`src/rtl/core/ptst_pkg.sv`:
```
// ----------------------------------------------------------------------------
// ptst_pkg
// Shared types, codes and helpers for the periodic task slot timer.
// ----------------------------------------------------------------------------
`default_nettype none

package ptst_pkg;

  localparam int SLOTS   = 8;
  localparam int ID_BITS = 8;
  localparam int SLOT_W  = (SLOTS > 1) ? $clog2(SLOTS) : 1;

  // input operation codes
  localparam logic [1:0] OP_TICK = 2'd0;
  localparam logic [1:0] OP_ADD  = 2'd1;
  localparam logic [1:0] OP_DEL  = 2'd2;

  // result kind codes
  localparam logic [1:0] KIND_ADD  = 2'd0;
  localparam logic [1:0] KIND_DEL  = 2'd1;
  localparam logic [1:0] KIND_FIRE = 2'd2;

  typedef struct packed {
    logic [1:0]  op;
    logic [7:0]  task_id;
    logic [15:0] period;
  } in_word_t;

  typedef struct packed {
    logic [1:0] kind;
    logic       ok;
    logic [2:0] slot;
    logic [7:0] fired_id;
    logic       last;
  } out_word_t;

  // request word travelling along the row of slots
  typedef struct packed {
    logic               vld;
    logic [1:0]         op;
    logic [ID_BITS-1:0] id;
    logic [15:0]        period;
  } tok_t;

  // result travelling along the row; at most one slot raises emit per cycle
  typedef struct packed {
    logic      emit;
    out_word_t word;
  } res_link_t;

  function automatic logic [ID_BITS-1:0] id_of(input logic [7:0] x);
    logic [ID_BITS+7:0] w;
    w = {{ID_BITS{1'b0}}, x};
    return w[ID_BITS-1:0];
  endfunction

  function automatic logic [7:0] id_to8(input logic [ID_BITS-1:0] x);
    logic [ID_BITS+7:0] w;
    w = {8'd0, x};
    return w[7:0];
  endfunction

endpackage

`default_nettype wire

```
`src/rtl/core/ptst_cell.sv`:
```
// ----------------------------------------------------------------------------
// ptst_cell
// One task slot: holds busy flag, tick count, limit and owner id, serves the
// request word when it arrives and hands it on to the next slot unless it took it.
// ----------------------------------------------------------------------------
`default_nettype none

module ptst_cell (
  input  logic                         clk,
  input  logic                         rst_n,
  input  logic [ptst_pkg::SLOT_W-1:0]  slot_idx,
  input  logic                         adv,
  input  ptst_pkg::tok_t               tok_in,
  output ptst_pkg::tok_t               tok_out,
  input  logic                         later_in,
  output logic                         later_out,
  input  ptst_pkg::res_link_t          res_in,
  output ptst_pkg::res_link_t          res_out,
  output logic                         tok_vld
);

  ptst_pkg::tok_t                tok_r, tok_nxt;
  logic                          busy_r, busy_nxt;
  logic [15:0]                   cnt_r, cnt_nxt;
  logic [15:0]                   lim_r, lim_nxt;
  logic [ptst_pkg::ID_BITS-1:0]  own_r, own_nxt;

  logic [16:0]                   cnt_inc;
  logic                          due;
  logic                          is_last;
  logic [ptst_pkg::SLOT_W+2:0]   idx_w;
  logic                          act;
  logic                          pass;
  logic                          emit;
  ptst_pkg::out_word_t           mine;

  assign cnt_inc   = {1'b0, cnt_r} + 17'd1;
  assign due       = busy_r && (cnt_inc > {1'b0, lim_r});
  assign later_out = due | later_in;
  assign is_last   = (slot_idx == ptst_pkg::SLOT_W'(ptst_pkg::SLOTS - 1));
  assign idx_w     = {3'b000, slot_idx};
  assign act       = tok_r.vld && adv;
  assign tok_vld   = tok_r.vld;

  always_comb begin
    pass     = 1'b1;
    emit     = 1'b0;
    busy_nxt = busy_r;
    cnt_nxt  = cnt_r;
    lim_nxt  = lim_r;
    own_nxt  = own_r;
    mine.kind     = ptst_pkg::KIND_FIRE;
    mine.ok       = 1'b1;
    mine.slot     = idx_w[2:0];
    mine.fired_id = ptst_pkg::id_to8(own_r);
    mine.last     = 1'b1;
    case (tok_r.op)
      ptst_pkg::OP_TICK: begin
        if (busy_r) begin
          if (due) begin
            cnt_nxt   = 16'd0;
            emit      = 1'b1;
            mine.last = !later_in;
          end else begin
            cnt_nxt = cnt_inc[15:0];
          end
        end
      end
      ptst_pkg::OP_ADD: begin
        mine.kind     = ptst_pkg::KIND_ADD;
        mine.fired_id = ptst_pkg::id_to8(tok_r.id);
        if (!busy_r) begin
          busy_nxt = 1'b1;
          cnt_nxt  = 16'd0;
          lim_nxt  = tok_r.period - 16'd1;
          own_nxt  = tok_r.id;
          emit     = 1'b1;
          pass     = 1'b0;
        end else if (is_last) begin
          emit      = 1'b1;
          mine.ok   = 1'b0;
          mine.slot = 3'd0;
        end
      end
      ptst_pkg::OP_DEL: begin
        mine.kind     = ptst_pkg::KIND_DEL;
        mine.fired_id = ptst_pkg::id_to8(tok_r.id);
        if (busy_r && (own_r == tok_r.id)) begin
          busy_nxt = 1'b0;
          emit     = 1'b1;
          pass     = 1'b0;
        end else if (is_last) begin
          emit      = 1'b1;
          mine.ok   = 1'b0;
          mine.slot = 3'd0;
        end
      end
      default: ;
    endcase
  end

  always_comb begin
    tok_out     = tok_r;
    tok_out.vld = act && pass && !is_last;
    if (act && emit) begin
      res_out.emit = 1'b1;
      res_out.word = mine;
    end else begin
      res_out = res_in;
    end
    // hold a stalled word, otherwise take whatever the previous slot hands on
    tok_nxt = (tok_r.vld && !adv) ? tok_r : tok_in;
  end

  always_ff @(posedge clk) begin
    if (!rst_n) begin
      tok_r.vld <= 1'b0;
      busy_r    <= 1'b0;
    end else begin
      tok_r.vld <= tok_nxt.vld;
      if (act) begin
        busy_r <= busy_nxt;
      end
    end
    tok_r.op     <= tok_nxt.op;
    tok_r.id     <= tok_nxt.id;
    tok_r.period <= tok_nxt.period;
  end

  always_ff @(posedge clk) begin
    if (act) begin
      cnt_r <= cnt_nxt;
      lim_r <= lim_nxt;
      own_r <= own_nxt;
    end
  end

endmodule

`default_nettype wire

```
`src/rtl/core/periodic_task_slot_timer_top.sv`:
```
// Flow: a word enters slot 0 at the accepting edge and visits one slot per cycle
//   while the output register can take a result; results are registered in out_word.
// A new word is taken only once the slot row is empty (a tick always walks every slot;
//   an add or delete stops at its slot).
// Reset: synchronous, active low; all slots free, no word in flight, no result.
// ----------------------------------------------------------------------------
// periodic_task_slot_timer_top
// Bank of periodic task slots built as a row of slot cells with one output
// register; add, delete and tick words walk the row one slot per cycle unless it stalls.
// ----------------------------------------------------------------------------
`default_nettype none

module periodic_task_slot_timer_top (
  input  logic                 clk,
  input  logic                 rst_n,
  input  logic                 in_valid,
  output logic                 in_stall,
  input  ptst_pkg::in_word_t   in_word,
  output logic                 out_valid,
  input  logic                 out_stall,
  output ptst_pkg::out_word_t  out_word
);

  ptst_pkg::tok_t       tok_link   [0:ptst_pkg::SLOTS];
  ptst_pkg::res_link_t  res_link   [0:ptst_pkg::SLOTS];
  logic                 later_link [0:ptst_pkg::SLOTS];
  logic [ptst_pkg::SLOTS-1:0] tok_vld;

  logic                 in_acc;
  logic                 adv;
  logic                 out_vld_r, out_vld_nxt;
  ptst_pkg::out_word_t  out_r, out_nxt;

  assign in_stall = |tok_vld;
  assign in_acc   = in_valid && !in_stall;
  // the row moves only when the output register can take a result
  assign adv      = !out_vld_r || !out_stall;

  assign tok_link[0].vld    = in_acc;
  assign tok_link[0].op     = in_word.op;
  assign tok_link[0].id     = ptst_pkg::id_of(in_word.task_id);
  assign tok_link[0].period = in_word.period;
  assign res_link[0]        = '0;
  assign later_link[ptst_pkg::SLOTS] = 1'b0;

  for (genvar i = 0; i < ptst_pkg::SLOTS; i++) begin : g_slot
    ptst_cell u_cell (
      .clk       (clk),
      .rst_n     (rst_n),
      .slot_idx  (ptst_pkg::SLOT_W'(i)),
      .adv       (adv),
      .tok_in    (tok_link[i]),
      .tok_out   (tok_link[i+1]),
      .later_in  (later_link[i+1]),
      .later_out (later_link[i]),
      .res_in    (res_link[i]),
      .res_out   (res_link[i+1]),
      .tok_vld   (tok_vld[i])
    );
  end

  always_comb begin
    out_vld_nxt = out_vld_r;
    out_nxt     = out_r;
    if (res_link[ptst_pkg::SLOTS].emit && adv) begin
      out_vld_nxt = 1'b1;
      out_nxt     = res_link[ptst_pkg::SLOTS].word;
    end else if (!out_stall) begin
      out_vld_nxt = 1'b0;
    end
  end

  always_ff @(posedge clk) begin
    if (!rst_n) begin
      out_vld_r <= 1'b0;
    end else begin
      out_vld_r <= out_vld_nxt;
    end
  end

  always_ff @(posedge clk) begin
    out_r <= out_nxt;
  end

  assign out_valid = out_vld_r;
  assign out_word  = out_r;

  a_one_word: assert property (@(posedge clk) disable iff (!rst_n)
    $onehot0(tok_vld))
    else $error("more than one word in the slot row");

  a_enter_row: assert property (@(posedge clk) disable iff (!rst_n)
    in_acc |=> tok_vld[0])
    else $error("accepted word did not enter slot 0");

  a_row_end: assert property (@(posedge clk) disable iff (!rst_n)
    !tok_link[ptst_pkg::SLOTS].vld)
    else $error("word handed past the last slot");

  a_emit_adv: assert property (@(posedge clk) disable iff (!rst_n)
    res_link[ptst_pkg::SLOTS].emit |-> (adv && (|tok_vld)))
    else $error("result raised without a word in flight or room to hold it");

  a_fire_last: assert property (@(posedge clk) disable iff (!rst_n)
    (res_link[ptst_pkg::SLOTS].emit &&
     (res_link[ptst_pkg::SLOTS].word.kind == ptst_pkg::KIND_FIRE) &&
     !res_link[ptst_pkg::SLOTS].word.last) |-> later_link[0])
    else $error("fire marked not last with no later slot due");

endmodule

`default_nettype wire
```
`config.mk`:
```
export PLATFORM = sky130hd
export DESIGN_NAME = periodic_task_slot_timer_top
export DESIGN_NICKNAME = d
export VERILOG_FILES = /design/src/rtl/core/ptst_pkg.sv /design/src/rtl/core/ptst_cell.sv /design/src/rtl/core/periodic_task_slot_timer_top.sv
export SDC_FILE = /design/constraint.sdc
export NUM_CORES = 1
export LEC_CHECK = 0
export BUFFER_PORTS_ARGS = -buffer_cell sky130_fd_sc_hd__buf_2
export CAP_MARGIN = 15
export CORE_UTILIZATION = 57
export CTS_BUF_LIST = sky130_fd_sc_hd__clkbuf_16
export DETAILED_ROUTE_END_ITERATION = 16
export HOLD_SLACK_MARGIN = 0.03
export PLACE_DENSITY = 0.73
export SYNTH_ARGS = -nofsm -noshare
export SYNTH_HDL_FRONTEND = slang
export SYNTH_HIERARCHICAL = 1
export SYNTH_SLANG_ARGS = --single-unit
```
`constraint.sdc`:
```
create_clock -name clk -period 11.9 [get_ports clk]
set_input_delay 1.785 -clock clk [delete_from_list [all_inputs] [get_ports clk]]
set_output_delay 1.785 -clock clk [all_outputs]
set_load 0.05 [all_outputs]
```
==> impl_metrics.yaml <==
timing:
  min_period_ns: 6.79
  setup_slack_ns: 5.11
  worst_pin_slew_ns: 0.870
  setup_violations: 0
  post-route-period-util_pct: 57.1
  hold_slack_ns: 0.493
  slew_headroom_pct: 42.0
  hold_viol: 0
  rsz0062_at_grt: "false"
  fmax_ghz: 0.147
  fin_tns_setup_ns: 0
  finClkSkew_ns: 0.0193
  maxSlewViolCount: 0
worst_setup_path:
  slowest_stage: "or4_4"
  cp_max_fo: 5
  path_class: "reg -> reg"
  cp-start-kind: "flip-flop"
  critPathArrivalTime_ns: 7.28
  end_kind: "flip-flop"
  crit_path_max_incr_delay_ns: 0.53
  crit_required_ns: 12.39
logic_synthesis:
  syn_area_per_cell_um2: 11.8
  syn_area_um2: 31300
  syn_inst: 2650
  synth-warning-count: 6
placement:
  pre_cts_ws_ns: 5.20
  dp_cells: 3476
  hpwl_um: 48500
  routabilityCongestion: 0.873
  io_buffer_count: 46
global_routing:
  antenna_found_initial: 1
  gr-total-overflow: 0
  grt_max_degree: 32
  grt_pass1_vias: 20600
  grt_first_pass_wirelength_um: 105000
  grt_use_total_pct: 23.4
cts:
  cts_buffer_depth: 3
  cts_tree: "done"
  postCtsSetupBuffers: 0
  clock_latency_ns: 0.63
  ctsRootBufferMaster: "clkbuf_16"
  cts_resized: 0
  clock_sinks: 560
  cts_buffers: 58
  htreeDepth: 2
  clkTransAtPathRegs_ns: 0.06
  cts_hold_buf: 0
run_status:
  outcome: "completed"
route:
  drt_iter0_drc: 1022
  wl_per_cell_um: 17.9
  ant_nets: 0
  drc_errors: 0
  drt_wl_total_um: 64200
  avgViaCountPerCell: 5.64
  firstDrtPassIters: 5
  vias: 20200
power_and_ir_drop:
  seq_power_share_pct: 53.3
  switchingPower_uw: 993
  power_density_nw_per_um2: 125
  p_int_uw: 3320
  p_sw_share_pct: 23.0
  pwr-share-comb_pct: 6.5
  irDropWorstVdd_uv: 127
  p_clk_share_pct: 40.2
  p_leak_uw: 0.0137
die:
  initial_core_util_pct: 57.8
  die_h_um: 236
  io_pins: 47
  coreArea_um2: 54000
  die_w_um: 236
  die_area_um2: 55800
  rows: 85
final_layout:
  final_nets: 3057
  fill_cells: 4113
  final_core_util_pct: 63.8
  antenna_cells: 0
  fin_cells: 3586
  synthToLayoutAreaGrowth_pct: 10.3
  drive_gt1_share_pct: 11.3
min_path:
  hold_class: "reg -> reg"
job:
  max_cap_viol_count: 0
## critical path, delay by kind of cell (launching register included)
family / cells / cell delay, ns
and+or+nand+nor: 13 / 3.43
AOI/OAI and AO/OA: 11 / 1.51
muxes: 5 / 0.78
DFF: 1 / 0.41
adders and majority gates: 1 / 0.30
xor gates and xnor gates: 1 / 0.20
buffers and inverters: 1 / 0.05
## state kept, by name, summed over array words and instances (netlist names)
name,flops
g_slot.u_cell/tok_out,208
g_slot.u_cell/cnt_r,128
g_slot.u_cell/lim_r,128
g_slot.u_cell/own_r,64
out_word,15
g_slot.u_cell/busy_r,8
g_slot.u_cell/tok_vld,8
out_valid,1
## path summary, 6_finish.rpt
kind / start / to / slack (ns) / cells after the start
worst min-delay path: g_slot[3].u_cell/tok_out[5] / g_slot[4].u_cell/tok_out[5] / 0.49 / 0
worst max register to register: g_slot[7].u_cell/cnt_r[4] / out_word[0] / 5.11 / 32
worst min register to register: g_slot[3].u_cell/tok_out[5] / g_slot[4].u_cell/tok_out[5] / 0.49 / 0
worst max-delay path: g_slot[7].u_cell/cnt_r[4] / out_word[0] / 5.11 / 32
## stage by stage
step	area, um2	power (uW)
finish	34500	4320
CTS	34400	4350
global placement	32600	2610
detailed placement	32600	2620
global route	34500	4460
floorplan	31700	2530
## cell type report
class                      instances  area (um2)  share of cell area, %
inverter                         258         968                   2.81
tap                              696         871                   2.53
clock buffer                      58        1450                   4.21
timing repair buffer              72         460                   1.34
clock inverter                    49         359                   1.04
sequential                       560       16600                   48.3
multi-input combinational       1893       13700                   39.8
## power by group through the flow
stage | clock, uW | sequential [uW] | combinational [uW]
2_1_floorplan | 0 | 2330 | 201
4_1_cts | 1770 | 2300 | 280
5_1_grt | 1840 | 2310 | 311
6_report | 1730 | 2300 | 281
3_3_place_gp | 0 | 2340 | 270
3_5_place_dp | 0 | 2340 | 278
## cell usage in the layout, fill, tap and decap left out, types with 13 or more instances in the layout
cell type and count:
dfxtp_1 17, a21boi_0 22, o31ai_1 17, a22o_1 40, o21ai_0 52, and3_1 33
nand2_1 203, conb_1 114, nand2b_1 66, or3_1 15, mux2_2 42, clkinv_2 15
buf_2 46, nor2_1 140, or2_2 13, nor3_1 74, nand4_1 63, edfxtp_1 543
inv_1 266, and2_1 14, nor2b_1 55, a31oi_1 18, buf_4 23, mux2_4 46
mux2i_1 29, xor2_1 115, a21oi_1 59, clkbuf_16 58, o22ai_1 16, ha_1 184
a21o_1 23, o21a_1 13, nor4_1 31, xnor2_1 154, nand3_1 87
## per-layer routing
metal / global-route usage, % / vias to the layer above / wire length, um
li1: - / 9896 / -
met1: 27.5 / 9787 / 26000
met2: 43.2 / 397 / 33800
met3: 2.73 / 137 / 2060
met4: 9.74 / 0 / 2280
met5: 0 / - / 0
Note: power is estimated with default switching activity, not from simulation.
